**src/rtl/wsep_pkg.sv**
```systemverilog
// Shared types and constants for the WLAN security element parser.
package wsep_pkg;

    localparam int unsigned N_RSN_AKM = 6;
    localparam int unsigned N_WPA_AKM = 2;

    localparam logic [7:0]  ID_RSN       = 8'd48;
    localparam logic [7:0]  ID_VEND      = 8'd221;
    localparam logic [31:0] WPA_OUI_TYPE = 32'h01F2_5000;
    localparam logic [15:0] RSN_VERSION  = 16'h0001;

    localparam logic [31:0] RSN_AKM_SUITES [N_RSN_AKM] = '{
        32'h01ac_0f00, 32'h02ac_0f00, 32'h03ac_0f00,
        32'h04ac_0f00, 32'h05ac_0f00, 32'h06ac_0f00
    };
    localparam logic [31:0] WPA_AKM_SUITES [N_WPA_AKM] = '{
        32'h01f2_5000, 32'h02f2_5000
    };

    typedef struct packed {
        logic [7:0] data_byte;
        logic       has_byte;
        logic       element_last;
        logic       frame_last;
        logic       privacy;
    } in_word_t;

    typedef struct packed {
        logic                 rsn_present;
        logic                 wpa_present;
        logic                 wep_only;
        logic [N_RSN_AKM-1:0] rsn_akm_mask;
        logic [N_WPA_AKM-1:0] wpa_akm_mask;
        logic                 parse_error;
    } out_word_t;

    // Classified word handed from the front end to the parser.
    typedef struct packed {
        in_word_t raw;
        logic     is_rsn_id;
        logic     is_vend_id;
        logic     elem_end;
    } cls_word_t;

endpackage

```
**src/rtl/wsep_front.sv**
```systemverilog
// Front end: accepts input words, classifies them and queues them for the parser.
module wsep_front (
    input  logic                aclk,
    input  logic                aresetn,
    input  logic                s_valid,
    output logic                s_ready,
    input  wsep_pkg::in_word_t  s_data,
    output logic                q_valid,
    input  logic                q_ready,
    output wsep_pkg::cls_word_t q_word
);

    wsep_pkg::cls_word_t fifo_reg [2];
    wsep_pkg::cls_word_t cls_word;
    logic       wr_ptr_reg, wr_ptr_next;
    logic       rd_ptr_reg, rd_ptr_next;
    logic [1:0] count_reg, count_next;
    logic       push, pop;

    always_comb begin
        cls_word.raw        = s_data;
        cls_word.is_rsn_id  = (s_data.data_byte == wsep_pkg::ID_RSN);
        cls_word.is_vend_id = (s_data.data_byte == wsep_pkg::ID_VEND);
        cls_word.elem_end   = s_data.element_last | s_data.frame_last;
    end

    assign s_ready = (count_reg != 2'd2);
    assign q_valid = (count_reg != 2'd0);
    assign q_word  = fifo_reg[rd_ptr_reg];
    assign push    = s_valid && s_ready;
    assign pop     = q_valid && q_ready;

    always_comb begin
        wr_ptr_next = push ? ~wr_ptr_reg : wr_ptr_reg;
        rd_ptr_next = pop ? ~rd_ptr_reg : rd_ptr_reg;
        count_next  = count_reg;
        if (push && !pop) begin
            count_next = count_reg + 2'd1;
        end else if (pop && !push) begin
            count_next = count_reg - 2'd1;
        end
    end

    always_ff @(posedge aclk) begin
        if (!aresetn) begin
            wr_ptr_reg <= 1'b0;
            rd_ptr_reg <= 1'b0;
            count_reg  <= 2'd0;
        end else begin
            wr_ptr_reg <= wr_ptr_next;
            rd_ptr_reg <= rd_ptr_next;
            count_reg  <= count_next;
        end
    end

    always_ff @(posedge aclk) begin
        if (push) begin
            fifo_reg[wr_ptr_reg] <= cls_word;
        end
    end

endmodule

```
**src/rtl/wsep_back.sv**
```systemverilog
// Back end: element parser state machine and registered result word.
module wsep_back (
    input  logic                 aclk,
    input  logic                 aresetn,
    input  logic                 q_valid,
    output logic                 q_ready,
    input  wsep_pkg::cls_word_t  q_word,
    output logic                 m_valid,
    input  logic                 m_ready,
    output wsep_pkg::out_word_t  m_data
);

    localparam logic [3:0] PH_ID    = 4'd0;
    localparam logic [3:0] PH_LEN   = 4'd1;
    localparam logic [3:0] PH_OUI   = 4'd2;
    localparam logic [3:0] PH_VER   = 4'd3;
    localparam logic [3:0] PH_GRP   = 4'd4;
    localparam logic [3:0] PH_PCNT  = 4'd5;
    localparam logic [3:0] PH_PLIST = 4'd6;
    localparam logic [3:0] PH_ACNT  = 4'd7;
    localparam logic [3:0] PH_ALIST = 4'd8;
    localparam logic [3:0] PH_DONE  = 4'd9;
    localparam logic [3:0] PH_SKIP  = 4'd10;
    localparam logic [3:0] PH_HALT  = 4'd11;

    localparam logic [1:0] KIND_NONE = 2'd0;
    localparam logic [1:0] KIND_RSN  = 2'd1;
    localparam logic [1:0] KIND_VEND = 2'd2;

    logic [3:0]  phase_reg, phase_next;
    logic [1:0]  kind_reg, kind_next;
    logic [1:0]  pos_reg, pos_next;
    logic [15:0] cnt_reg, cnt_next;
    logic [31:0] word_reg, word_next;
    logic        rsn_flag_reg, rsn_flag_next;
    logic        wpa_flag_reg, wpa_flag_next;
    logic        err_reg, err_next;
    logic [wsep_pkg::N_RSN_AKM-1:0] rsn_mask_reg, rsn_mask_next;
    logic [wsep_pkg::N_WPA_AKM-1:0] wpa_mask_reg, wpa_mask_next;
    logic                m_valid_reg, m_valid_next;
    wsep_pkg::out_word_t m_data_reg, m_data_next;

    logic        consume, gather, last4, last2;
    logic [31:0] word_asm;
    logic [15:0] cnt_dec;
    logic [2:0]  pos_inc;
    logic [wsep_pkg::N_RSN_AKM-1:0] rsn_hit;
    logic [wsep_pkg::N_WPA_AKM-1:0] wpa_hit;

    assign q_ready = !m_valid_reg || m_ready;
    assign consume = q_valid && q_ready;
    assign m_valid = m_valid_reg;
    assign m_data  = m_data_reg;

    assign last4   = (pos_reg == 2'd3);
    assign last2   = (pos_reg == 2'd1);
    assign pos_inc = {1'b0, pos_reg} + 3'd1;
    assign cnt_dec = cnt_reg - 16'd1;
    assign gather  = phase_reg inside {PH_OUI, PH_VER, PH_PCNT, PH_ACNT, PH_ALIST};

    // little-endian field assembly, cleared on the first byte of each field
    assign word_asm = ((pos_reg == 2'd0) ? 32'h0 : word_reg)
                    | ({24'h0, q_word.raw.data_byte} << {pos_reg, 3'b000});

    always_comb begin
        for (int i = 0; i < wsep_pkg::N_RSN_AKM; i++) begin
            rsn_hit[i] = (word_asm == wsep_pkg::RSN_AKM_SUITES[i]);
        end
        for (int j = 0; j < wsep_pkg::N_WPA_AKM; j++) begin
            wpa_hit[j] = (word_asm == wsep_pkg::WPA_AKM_SUITES[j]);
        end
    end

    always_comb begin
        phase_next    = phase_reg;
        kind_next     = kind_reg;
        pos_next      = pos_reg;
        cnt_next      = cnt_reg;
        word_next     = word_reg;
        rsn_flag_next = rsn_flag_reg;
        wpa_flag_next = wpa_flag_reg;
        err_next      = err_reg;
        rsn_mask_next = rsn_mask_reg;
        wpa_mask_next = wpa_mask_reg;
        m_valid_next  = m_valid_reg && !m_ready;
        m_data_next   = m_data_reg;

        if (consume) begin
            // byte step
            if (q_word.raw.has_byte && phase_reg != PH_HALT) begin
                if (gather) begin
                    word_next = word_asm;
                end
                case (phase_reg)
                    PH_ID: begin
                        kind_next  = q_word.is_rsn_id ? KIND_RSN :
                                     q_word.is_vend_id ? KIND_VEND : KIND_NONE;
                        phase_next = PH_LEN;
                        pos_next   = 2'd0;
                    end
                    PH_LEN: begin
                        phase_next = (kind_reg == KIND_RSN) ? PH_VER :
                                     (kind_reg == KIND_VEND) ? PH_OUI : PH_SKIP;
                        pos_next   = 2'd0;
                    end
                    PH_OUI: begin
                        if (last4) begin
                            phase_next = (word_asm == wsep_pkg::WPA_OUI_TYPE) ? PH_VER : PH_SKIP;
                        end
                        pos_next = last4 ? 2'd0 : pos_inc[1:0];
                    end
                    PH_VER: begin
                        if (last2 && word_asm[15:0] != wsep_pkg::RSN_VERSION) begin
                            err_next   = 1'b1;
                            phase_next = PH_HALT;
                        end else begin
                            if (last2) begin
                                phase_next = PH_GRP;
                            end
                            pos_next = last2 ? 2'd0 : pos_inc[1:0];
                        end
                    end
                    PH_GRP: begin
                        if (last4) begin
                            phase_next = PH_PCNT;
                        end
                        pos_next = last4 ? 2'd0 : pos_inc[1:0];
                    end
                    PH_PCNT: begin
                        if (last2) begin
                            cnt_next   = word_asm[15:0];
                            phase_next = (word_asm[15:0] != 16'd0) ? PH_PLIST : PH_ACNT;
                        end
                        pos_next = last2 ? 2'd0 : pos_inc[1:0];
                    end
                    PH_PLIST: begin
                        if (last4) begin
                            cnt_next = cnt_dec;
                            if (cnt_dec == 16'd0) begin
                                phase_next = PH_ACNT;
                            end
                        end
                        pos_next = last4 ? 2'd0 : pos_inc[1:0];
                    end
                    PH_ACNT: begin
                        if (last2) begin
                            cnt_next = word_asm[15:0];
                            if (word_asm[15:0] == 16'd0) begin
                                // empty AKM list means EAP
                                if (kind_reg == KIND_RSN) begin
                                    rsn_mask_next[0] = 1'b1;
                                end else begin
                                    wpa_mask_next[0] = 1'b1;
                                end
                                phase_next = PH_DONE;
                            end else begin
                                phase_next = PH_ALIST;
                            end
                        end
                        pos_next = last2 ? 2'd0 : pos_inc[1:0];
                    end
                    PH_ALIST: begin
                        if (last4) begin
                            if (kind_reg == KIND_RSN) begin
                                rsn_mask_next = rsn_mask_reg | rsn_hit;
                            end else begin
                                wpa_mask_next = wpa_mask_reg | wpa_hit;
                            end
                            cnt_next = cnt_dec;
                            if (cnt_dec == 16'd0) begin
                                phase_next = PH_DONE;
                            end
                        end
                        pos_next = last4 ? 2'd0 : pos_inc[1:0];
                    end
                    default: begin
                    end
                endcase
            end

            // element end
            if (q_word.elem_end && phase_next != PH_ID && phase_next != PH_HALT) begin
                if (phase_next inside {[PH_VER:PH_ALIST]} ||
                    (phase_next == PH_LEN && kind_next == KIND_RSN)) begin
                    err_next   = 1'b1;
                    phase_next = PH_HALT;
                end else begin
                    if (phase_next == PH_DONE) begin
                        if (kind_next == KIND_RSN) begin
                            rsn_flag_next = 1'b1;
                        end else begin
                            wpa_flag_next = 1'b1;
                        end
                    end
                    phase_next = PH_ID;
                    kind_next  = KIND_NONE;
                    pos_next   = 2'd0;
                    cnt_next   = 16'd0;
                    word_next  = 32'h0;
                end
            end

            // frame end: emit result, back to reset state
            if (q_word.raw.frame_last) begin
                m_valid_next = 1'b1;
                if (err_next) begin
                    m_data_next             = '0;
                    m_data_next.parse_error = 1'b1;
                end else begin
                    m_data_next.rsn_present  = rsn_flag_next;
                    m_data_next.wpa_present  = wpa_flag_next;
                    m_data_next.wep_only     = q_word.raw.privacy && !rsn_flag_next
                                               && !wpa_flag_next;
                    m_data_next.rsn_akm_mask = rsn_mask_next;
                    m_data_next.wpa_akm_mask = wpa_mask_next;
                    m_data_next.parse_error  = 1'b0;
                end
                phase_next    = PH_ID;
                kind_next     = KIND_NONE;
                pos_next      = 2'd0;
                cnt_next      = 16'd0;
                word_next     = 32'h0;
                rsn_flag_next = 1'b0;
                wpa_flag_next = 1'b0;
                err_next      = 1'b0;
                rsn_mask_next = '0;
                wpa_mask_next = '0;
            end
        end
    end

    always_ff @(posedge aclk) begin
        if (!aresetn) begin
            phase_reg    <= PH_ID;
            kind_reg     <= KIND_NONE;
            pos_reg      <= 2'd0;
            cnt_reg      <= 16'd0;
            word_reg     <= 32'h0;
            rsn_flag_reg <= 1'b0;
            wpa_flag_reg <= 1'b0;
            err_reg      <= 1'b0;
            rsn_mask_reg <= '0;
            wpa_mask_reg <= '0;
            m_valid_reg  <= 1'b0;
        end else begin
            phase_reg    <= phase_next;
            kind_reg     <= kind_next;
            pos_reg      <= pos_next;
            cnt_reg      <= cnt_next;
            word_reg     <= word_next;
            rsn_flag_reg <= rsn_flag_next;
            wpa_flag_reg <= wpa_flag_next;
            err_reg      <= err_next;
            rsn_mask_reg <= rsn_mask_next;
            wpa_mask_reg <= wpa_mask_next;
            m_valid_reg  <= m_valid_next;
        end
    end

    always_ff @(posedge aclk) begin
        m_data_reg <= m_data_next;
    end

endmodule

```
**src/rtl/wlan_security_element_parser.sv**
```systemverilog
// Top level: RSN / WPA element parser, front end queue plus parser back end.
// A frame-end word's result is registered: m_valid rises at the edge the parser consumes it.
// One word per cycle save m_ready stalls; the two-entry queue and output register decouple sides.
// One result word per frame, raised on the word that carries frame_last.
// Reset: synchronous, active low; empties the queue, returns the parser to the element id
// state with all frame flags clear and drops m_valid.
module wlan_security_element_parser (
    input  logic                aclk,
    input  logic                aresetn,
    input  logic                s_valid,
    output logic                s_ready,
    input  wsep_pkg::in_word_t  s_data,
    output logic                m_valid,
    input  logic                m_ready,
    output wsep_pkg::out_word_t m_data
);

    logic                q_valid;
    logic                q_ready;
    wsep_pkg::cls_word_t q_word;

    wsep_front u_front (
        .aclk    (aclk),
        .aresetn (aresetn),
        .s_valid (s_valid),
        .s_ready (s_ready),
        .s_data  (s_data),
        .q_valid (q_valid),
        .q_ready (q_ready),
        .q_word  (q_word)
    );

    wsep_back u_back (
        .aclk    (aclk),
        .aresetn (aresetn),
        .q_valid (q_valid),
        .q_ready (q_ready),
        .q_word  (q_word),
        .m_valid (m_valid),
        .m_ready (m_ready),
        .m_data  (m_data)
    );

    // a fresh result only follows a consumed frame-end word
    a_result_from_frame_end: assert property (@(posedge aclk) disable iff (!aresetn)
        $rose(m_valid) |-> $past(q_valid && q_ready && q_word.raw.frame_last))
        else $error("result raised without a frame-end word");

    // error results carry nothing else
    a_error_clean: assert property (@(posedge aclk) disable iff (!aresetn)
        (m_valid && m_data.parse_error) |->
        (!m_data.rsn_present && !m_data.wpa_present && !m_data.wep_only &&
         m_data.rsn_akm_mask == '0 && m_data.wpa_akm_mask == '0))
        else $error("error result with other fields set");

    // WEP only excludes RSN and WPA
    a_wep_exclusive: assert property (@(posedge aclk) disable iff (!aresetn)
        (m_valid && m_data.wep_only) |-> (!m_data.rsn_present && !m_data.wpa_present))
        else $error("wep_only together with RSN or WPA");

    // queue holds its head word while the parser side is backed up and the queue is full
    a_queue_holds: assert property (@(posedge aclk) disable iff (!aresetn)
        (q_valid && !q_ready && !s_ready) |=> (q_valid && $stable(q_word)))
        else $error("queued word lost while stalled");

endmodule
```
**config.mk**
```make
export PLATFORM = sky130hd
export DESIGN_NAME = wlan_security_element_parser
export DESIGN_NICKNAME = d
export VERILOG_FILES = /design/src/rtl/wsep_pkg.sv /design/src/rtl/wsep_front.sv /design/src/rtl/wsep_back.sv /design/src/rtl/wlan_security_element_parser.sv
export SDC_FILE = /design/constraint.sdc
export NUM_CORES = 1
export LEC_CHECK = 0
export ABC_AREA = 1
export BUFFER_PORTS_ARGS = -buffer_cell sky130_fd_sc_hd__buf_2
export CORE_MARGIN = 10
export CORE_UTILIZATION = 55
export DETAILED_ROUTE_END_ITERATION = 8
export HOLD_SLACK_MARGIN = 0.06
export PLACE_DENSITY_LB_ADDON = 0.05
export SLEW_MARGIN = 0
export SYNTH_ARGS = -nofsm -noshare
export SYNTH_HDL_FRONTEND = slang
export SYNTH_SLANG_ARGS = --single-unit
export TNS_END_PERCENT = 100
```
**constraint.sdc**
```tcl
create_clock -name aclk -period 6 [get_ports aclk]
set_clock_uncertainty 0.2 [all_clocks]
set_input_delay 0.9 -clock aclk [delete_from_list [all_inputs] [get_ports aclk]]
set_output_delay 0.9 -clock aclk [all_outputs]
set_load 0.1 [all_outputs]
```
# Word level (Yosys, flattened, before mapping)
# Memory sizes are Yosys's and may differ from the RTL's. A register that Yosys moved wholly into a read port is not among the register bits.
# Index checks and enable logic that the tools add are counted.
dict set report op_classes {
  shifts 1
  bitwise 6
  order_cmp 2
  add_sub_neg 4
  eq_ne 29
  n_reduce_logical 35
  mux 96
}
# op count
set ops {}
lappend ops {{$mux W32} 6}
lappend ops {{$eq A32 B26 Y1 const B} 3}
lappend ops {{$eq A32 B27 Y1 const B} 3}
lappend ops {{$mux W16} 6}
lappend ops {{$mux W4} 18}
lappend ops {{$eq A32 B25 Y1 const B} 2}
lappend ops {{$mux W2} 21}
lappend ops {{$pmux W4 S9} 1}
lappend ops {{$mux W1} 35}
lappend ops {{$logic_not A16 Y1} 2}
lappend ops {{$or A32 B32 Y32} 1}
lappend ops {{$pmux W16 S2} 1}
lappend ops {{$shl A8 B5 Y32} 1}
lappend ops {{$mux W6} 4}
lappend ops {{$eq A4 B3 Y1 const B} 4}
lappend ops {{$ne A16 B1 Y1 const B} 1}
lappend ops {{$reduce_bool A16 Y1} 1}
lappend ops {{$sub A16 B1 Y16 const B} 1}
lappend ops {{$logic_and A1 B1 Y1} 13}
lappend ops {{$eq A4 B1 Y1 const B} 2}
lappend ops {{$eq A4 B2 Y1 const B} 2}
lappend ops {{$eq A4 B4 Y1 const B} 2}
lappend ops {{$eq A8 B6 Y1 const B} 1}
lappend ops {{$eq A8 B8 Y1 const B} 1}
lappend ops {{other kinds (25)} 41}
dict set report word_totals {
  in_bits 16
  ff_bits 84
  n_memories 1
  out_inout_bits 14
  wordCells 194
  mem_bits_rw 30
}
# memory depth word_bits read_ports rd_clocked_by_memory_dff wr line
set memory_table {}
lappend memory_table {u_front.fifo_reg 2 15 1 1 1 wsep_front.sv:13} ;# wsep_pkg::cls_word_t fifo_reg [2];

# Logic depth before layout (Yosys ltp)
# Gate-level depths: netlist (run 1).
dict set report depth {
  word_depth 18
  depth_mapped 30
}

# By module
# A second synthesis (run 1) with hierarchy kept.
dict set report unflattened {
  cells_unflattened 1072
  area_unflattened_um2 7502.2
}
# mod area_each_um2 seq_area_each_um2 n_inst cells_each
set modules_own_cells {}
lappend modules_own_cells {wsep_back 6072.1 1721.7 1 977}
lappend modules_own_cells {wsep_front 1430.1 1001.0 1 95}

# Least setup slack after synthesis (run 1)
# Ideal clock, no wire load.
dict set report synth_path {
  path_type {register -> register}
  from {register u_back.pos_reg[1]}
  to {register u_back.m_data_reg (netlist bit u_back.m_data[10]), data pin}
  path_stages_with_launch 27
  period_less_slack_ns 3.299
  arrival_time_ns 2.841
  setup_slack_ns 2.701
  cell_sequence {dfxtp_1 -> buf_4 -> inv_4 -> buf_6 -> ha_1 -> inv_2 -> buf_6 -> buf_4 -> nand2_1 -> nand2_1 -> nor2_1 -> nand2_1 -> nor2_2 -> nand2_1 -> nand2_1 -> nor2_1 -> nor2_1 -> nand2_2 -> nand2_2 -> nand2_2 -> nand2_1 -> nor2_4 -> nor2_4 -> nand2_2 -> nand2_2 -> buf_4 -> nor2_1}
}
dict set report synth_between {
  elab_chain_cells 15
  word_cells_on_any_way 46
  classes_between {2 x order compare; 7 x eq/ne; 1 x shift; 25 x mux; 1 x bitwise; 10 x reduce/logical}
}
# item line
set synth_rtl {}
lappend synth_rtl {{from (decl)} wsep_back.sv:32} ;# logic [1:0] pos_reg, pos_next;
lappend synth_rtl {{from (signal assigned)} wsep_back.sv:248} ;# pos_reg <= pos_next;
lappend synth_rtl {{branches (longest 15 deep; another with $ge A4 B2 Y1)} -}
lappend synth_rtl {{to (signal assigned)} wsep_back.sv:261} ;# m_data_reg <= m_data_next;
lappend synth_rtl {{to (decl)} wsep_back.sv:41} ;# wsep_pkg::out_word_t m_data_reg, m_data_next;
# Parallel ways; which one is timed is not known. The select of a mux whose other input is x is not followed.
# A chain may end at the register's enable or synchronous reset.

# Worst setup path after layout (run 1)
dict set report layout_path {
  from {register u_back.pos_reg[1]}
  to {register u_back.pos_reg[0]}
}
dict set report layout_between {
  elab_chain_cells 15
  word_cells_on_any_way 43
  classes_between {2 x order compare; 6 x eq/ne; 1 x shift; 23 x mux; 1 x bitwise; 10 x reduce/logical}
}
# item line
set layout_rtl {}
lappend layout_rtl {{branches (longest 13 deep; another with $ge A4 B2 Y1)} -}
lappend layout_rtl {{$mux W2 *} wsep_back.sv:182} ;# if (q_word.elem_end && phase_next != PH_ID && phase_next != PH_HALT) begin
lappend layout_rtl {{$mux W2 *} wsep_back.sv:204} ;# if (q_word.raw.frame_last) begin
# Every way passes the cells marked *. The select of a mux whose other input is x is not followed.

==> results of run 1 <==
[cell families (layout without fill, tap and decap cells)]
kind of cell    count (synthesis)  count (layout)  synth area share (%)
simple gates                  519             519                  32.4
compound gates                259             259                  20.8
fa+ha+maj                       8               8                  1.29
flops                         113             113                  34.3
buf+inv                       162             172                  9.63
mux                             3               3                 0.403
xor+xnor                       10              10                  1.13
[through the flow]
| stage | utilization, % | power, mW | setup slack [ns] | hold WS [ns] | instances |
|---|---|---|---|---|---|
| after global routing | 61.0 | 4.26 | 1.18 | 0.267 | 1264 |
| after detailed placement | 56.7 | 3.01 | 1.64 | 0.242 | 1232 |
| after floorplan | - | 2.79 | 2.70 | 0.225 | 1074 |
| final | 61.0 | 4.02 | 1.61 | 0.255 | 1264 |
| after global placement | 56.7 | 3.01 | 1.75 | 0.242 | 1232 |
| after CTS | 61.0 | 4.03 | 1.63 | 0.253 | 1264 |
[final cells by class]
cell class / count / area (µm²) / share of cell area, %
clock buffer: 17 / 425 / 5.05
inverter: 104 / 395 / 4.69
tap: 180 / 225 / 2.67
sequential: 113 / 2660 / 31.6
timing repair buffer: 36 / 198 / 2.35
clock inverter: 15 / 163 / 1.93
multi-input combinational: 799 / 4360 / 51.7
[metal layers]
| metal | up-vias | routed length (µm) | track usage (%) |
|---|---|---|---|
| met5 | - | 0 | 0 |
| met4 | 0 | 281 | 6.21 |
| met3 | 23 | 899 | 4.14 |
| met2 | 154 | 8760 | 30.6 |
| met1 | 3164 | 9160 | 26.4 |
| li1 | 3571 | - | - |
[worst max-delay path by stage]
stage	cells after the start	slack, ns	endpoint	start
floorplan	26	2.70	u_back.m_data[10]	u_back.pos_reg[1]
global placement	22	1.75	u_back.cnt_reg[0]	u_back.pos_reg[1]
detailed placement	22	1.64	u_back.pos_reg[0]	u_back.pos_reg[1]
CTS	22	1.63	u_back.pos_reg[0]	u_back.pos_reg[1]
global route	22	1.18	u_back.pos_reg[0]	u_back.pos_reg[1]
finish	22	1.61	u_back.pos_reg[0]	u_back.pos_reg[1]
[cell usage in the layout, fill, tap and decap left out, types with 17 or more instances in the layout]
cell and instances:
nor2_1 107, o21ai_0 87, clkbuf_16 17, dfxtp_1 73
a21oi_2 51, buf_2 29, inv_2 18, a31oi_1 31
nand3_1 51, nand2_1 233, a21oi_1 62, inv_1 83
nand2_2 52, edfxtp_1 40, nand3_2 27
[critical path: stages (launching register included)]
cell and delay, ns:
dfxtp_1 0.79, inv_4 0.24, ha_1 0.32, inv_2 0.41, nand2_1 0.16, nand2_2 0.14
nand2_1 0.07, nor2_2 0.12, nand2_2 0.08, nor2_4 0.13, nand2_1 0.09, nand2_1 0.08
nand2_1 0.06, nand2_1 0.08, nand2_1 0.08, nand2_4 0.09, nand2_4 0.06, nand2_1 0.06
nand2_1 0.10, a21oi_4 0.22, nand2_8 0.33, nand3_1 0.20, a21oi_1 0.08
[where the power goes]
group / switching (mW) / total (mW) / internal, mW / leakage [nW]
Sequential: 0.0864 / 1.01 / 0.924 / 0.966
Clock: 0.425 / 1.01 / 0.590 / 0.285
Combinational: 1.53 / 2.00 / 0.461 / 1.90
Total: 2.05 / 4.02 / 1.97 / 3.15
==> impl_metrics.toml, run 1 <==
[routing]
vias = 6912
drt_first_pass_iters = 6
drt-initial-drc-count = 566
drc = 0
wire_per_inst_um = 15.1
vias_per_cell = 5.47
routed_wl_mm = 19.1
ant_nets = 0

[sta]
finalCritPeriodShare_pct = 73.2
tightest_slew_ns = 1.18
setup_viol = 0
min_period_ns = 4.39
rsz0062_at_grt = "no"
hold_viol_final = 0
max-slew-margin-rel_pct = 20.8
fmax_ghz = 0.228
fin_tns_setup_ns = 0
slew_viol_final = 0

[clock_network]
clk_pin_slew_worst_paths_ns = 0.06
htree_levels = 4
cts_hold_buf = 0
cts_sinks = 113
cts_setup_buffers = 0
cts_buffers = 17
clock_latency_ns = 0.43
cts_tree = "yes"
cts_resized = 0
root_buffer = "clkbuf_16"
clk_path_buf_depth = 2

[placement]
gp_congestion = 0.870
dpl.hpwl_mm = 12.8
io_buffers = 29
place_area_mm2 = 0.00784

[min_path]
holdPathEnd = "u_front.rd_ptr_reg"
hold_depth = 1
hp-class = "flop to flop"
hp-start = "u_front.rd_ptr_reg"

[setup_path]
worst-setup-path-type = "flop to flop"
crit_required_ns = 6.07
r2r-start = "u_back.pos_reg[1]"
worstSetupStartpointType = "flop"
r2r.worst_path.cells = 22
r2r_slack_ns = 1.61
critical_path.endpoint_type = "flop"
crit_path_max_fanout = 55
r2r_end = "u_back.pos_reg[0]"
arrival_ns = 4.46

[global_routing]
grt_max_degree = 65
grt_pass1_vias = 6389
antenna_found_initial = 0
grt.total_usage_pct = 19.6
grt_overflow = 0
grt_pass1_wl_mm = 31.9

[pwr]
ir_drop_mv = 0.273
leakagePower_nw = 3.15
powerDensity_mw_per_mm2 = 477

[die]
rows = 43
die_area_mm2 = 0.0192
die_x_um = 139
die_y_um = 139
core_area_mm2 = 0.0138
io_pins = 30
floorplan.initialDensity_pct = 56.1

[cells_and_area]
fill_cells = 1304
stdcell_area_mm2 = 0.00843
nets = 1095
area_delta_synth_final_pct = 8.70
largest_reg_flops = 32
drive_gt1_share_pct = 23.1
antenna_cells = 0

[status]
outcome = "completed"

[flow_run]
drv_cap = 0

[logic_synthesis]
syn_inst = 1074
synth-seq-cells = 113
synth.distinct_cells = 53
async_flop_share_pct = 0
synth_ff_type = "dfxtp_1"
yosysMostFrequentCell = "nand2_1"
yosys-top-cells-area = "dfxtp_1 (19%), edfxtp_1 (15%), nand2_1 (11%)"
syn_nets = 1098
synth_top_area_cell = "dfxtp_1"
synthDominantCellAreaShare_pct = 18.8
synth_commonest_cells = "nand2_1 (233), nor2_1 (109), o21ai_0 (87)"
syn_area_per_cell_um2 = 7.22
yosysSeqAreaShare_pct = 34.3
yosys_warnings = 0
netlist_area_mm2 = 0.00775
synth_edf_count = 40
Note: power is estimated with default switching activity, not from simulation.
==> run 2, diff against run 1 <==
==> constraint.sdc (replaced) <==
create_clock -name aclk -period 3.7 [get_ports aclk]
set_clock_uncertainty 0.2 [all_clocks]
set_input_delay 0.555 -clock aclk [delete_from_list [all_inputs] [get_ports aclk]]
set_output_delay 0.555 -clock aclk [all_outputs]
set_load 0.1 [all_outputs]
==> run 2 against run 1 <==
  * Critical path depth is 1 higher
  * Sequential share of layout area fell by 0.70 points
  * Final cell count grew 1.3%
  * First-iteration DRC count rose by 13%
  * Count of clock-buffer cells in the layout did not move
  * Global-route usage increased by 0.67 points
  * Total power is 69% higher
  * Routed wire length increased by 2.9%
  * Utilization grew 1.4 points
  * Critical endpoint is now u_back.word_reg[12]
  * Largest power group unchanged
==> impl_metrics.toml, run 2 (synthesis gave the netlist of run 1 again) <==
[sta]
fin_tns_setup_ns = 0
fmax_ghz = 0.291
max-slew-margin-rel_pct = 38.4
fin_ws_ns = 0.268
setup_viol = 0
slew_viol_final = 0
min_period_ns = 3.43
tightest_slew_ns = 0.924
finalCritPeriodShare_pct = 92.7
hold_viol_final = 0
rsz0062_at_grt = "no"

[setup_path]
crit_required_ns = 3.79
r2r_end = "u_back.word_reg[12]"
crit_path_top_delay_cell = "dfxtp_1"
worstSetupStartpointType = "flop"
critical_path.endpoint_type = "flop"
r2r_slack_ns = 0.27
r2r.worst_path.cells = 23
arrival_ns = 3.52
worst-setup-path-type = "flop to flop"
r2r-start = "u_back.pos_reg[0]"
crit_path_max_incr_delay_ns = 0.32
crit_buf_inv = 5
cp_common_cell = "nand2_1"
cp_num_cells = 23
critical-path-top-delay-family = "simple AND/OR/NAND/NOR gates"
path_cells = "inv_2 -> ha_1 -> inv_2 -> buf_12 -> nand2_1 -> nand2_1 -> nor2_1 -> nand2_1 -> nor2_2 -> nand3_1 -> o21ai_0 -> nand2_1 -> nand2_1 -> nand2_1 -> clkinv_1 -> nor2_2 -> nand3_2 -> nand2_2 -> nor2_4 -> nand2_8 -> buf_16 -> nand2_2 -> a21oi_2"
crit_path_max_fanout = 26

[clock_network]
cts_hold_buf = 0
clock_latency_ns = 0.42
cts_sinks = 113
clk_path_buf_depth = 2
cts_buffers = 17
clk_pin_slew_worst_paths_ns = 0.06
htree_levels = 4
cts_tree = "yes"
root_buffer = "clkbuf_16"

[status]
outcome = "completed"

[cells_and_area]
antenna_cells = 0
final_common_cell = "nand2_1"
area_delta_synth_final_pct = 11.1
largest_reg_flops = 32
drive_gt1_share_pct = 24.3
nets = 1111
most-common-layout-cells = "nand2_1 (232), nor2_1 (107), o21ai_0 (87)"

[pwr]
leakagePower_nw = 3.26
power_mw = 6.78
ir_drop_mv = 0.406
powerDensity_mw_per_mm2 = 786

[global_routing]
grt_overflow = 0
grt_max_degree = 65
grt_pass1_vias = 6492
grt_pass1_wl_mm = 33.0
grt.total_usage_pct = 20.3
antenna_found_initial = 0

[routing]
wire_per_inst_um = 15.3
vias_per_cell = 5.50
vias = 7037
drt-initial-drc-count = 641
drc = 0
drt_first_pass_iters = 7
ant_nets = 0
routed_wl_mm = 19.6

[placement]
place_ws_ns = 0.320
io_buffers = 29
gp_congestion = 0.925
dpl.hpwl_mm = 13.3

[min_path]
hp-class = "primary input to flop"
holdPathEnd = "u_front.fifo_reg[1][3]"
hp-start = "s_data[0]"
hold_depth = 1

[flow_run]
drv_cap = 0

[die]
die_area_mm2 = 0.0192
die_x_um = 139
rows = 43
io_pins = 30
die_y_um = 139
core_area_mm2 = 0.0138
floorplan.initialDensity_pct = 56.1
run 2: cell count changes in the layout (fill, tap and decap cells not counted):
cell	change
buf_12	+3
buf_16	+1
buf_4	+12
nand2_1	-1
nand2_4	+1
nor2_2	-1
nor2_4	+1
run 2: area by class of cell:
cell class | instances | area [µm²]
well taps | 180 | 225
fillers | 1271 | 5210
inverters | 104 | 395
flip-flops and latches | 113 | 2660
repair buffers | 52 | 375
clock buffers | 17 | 425
multi-input cells | 799 | 4370
clock inverters | 15 | 163
run 2: worst max-delay path by stage:
stage                                  from                  end  slack [ns]
after floorplan           u_back.pos_reg[1]    u_back.m_data[10]        0.40
after global placement                 flop     u_back.m_data[9]        0.33
after detailed placement  u_back.pos_reg[1]     u_back.m_data[9]        0.32
after CTS                              flop     u_back.m_data[9]        0.27
after global routing      u_back.pos_reg[1]   u_back.kind_reg[1]       0.007
final                     u_back.pos_reg[0]  u_back.word_reg[12]        0.27
run 2: power breakdown:
group          leakage, nW  internal [mW]  total (mW)  switching [mW]
logic                 2.00          0.932        3.53            2.60
clock network        0.285          0.957        1.64           0.687
registers            0.966           1.50        1.61           0.109
total                 3.26           3.39        6.78            3.39
run 2: layer usage:
layer	vias up	track usage, %	part of all wire [%]
met2	206	31.5	46
met4	0	5.93	1.5
met3	32	3.90	5.1
met5	-	0	0
met1	3201	27.8	48
li1	3598	-	-
run 2: what timing repair did:
item / 4_1_cts / 5_1_grt
resized for setup: 0 / 4
setup endpoints to repair: 0 / 2
buffers inserted: 0 / 0
run 2: through the flow:
stage	utilization (%)	hold WS, ns	area [µm²]	cells
floorplan	-	0.225	7750	1074
detailed placement	57.9	0.240	8010	1248
CTS	62.2	0.113	8600	1280
finish	62.3	0.120	8620	1280
global placement	57.9	0.235	8010	1248
global route	62.3	0.121	8620	1280
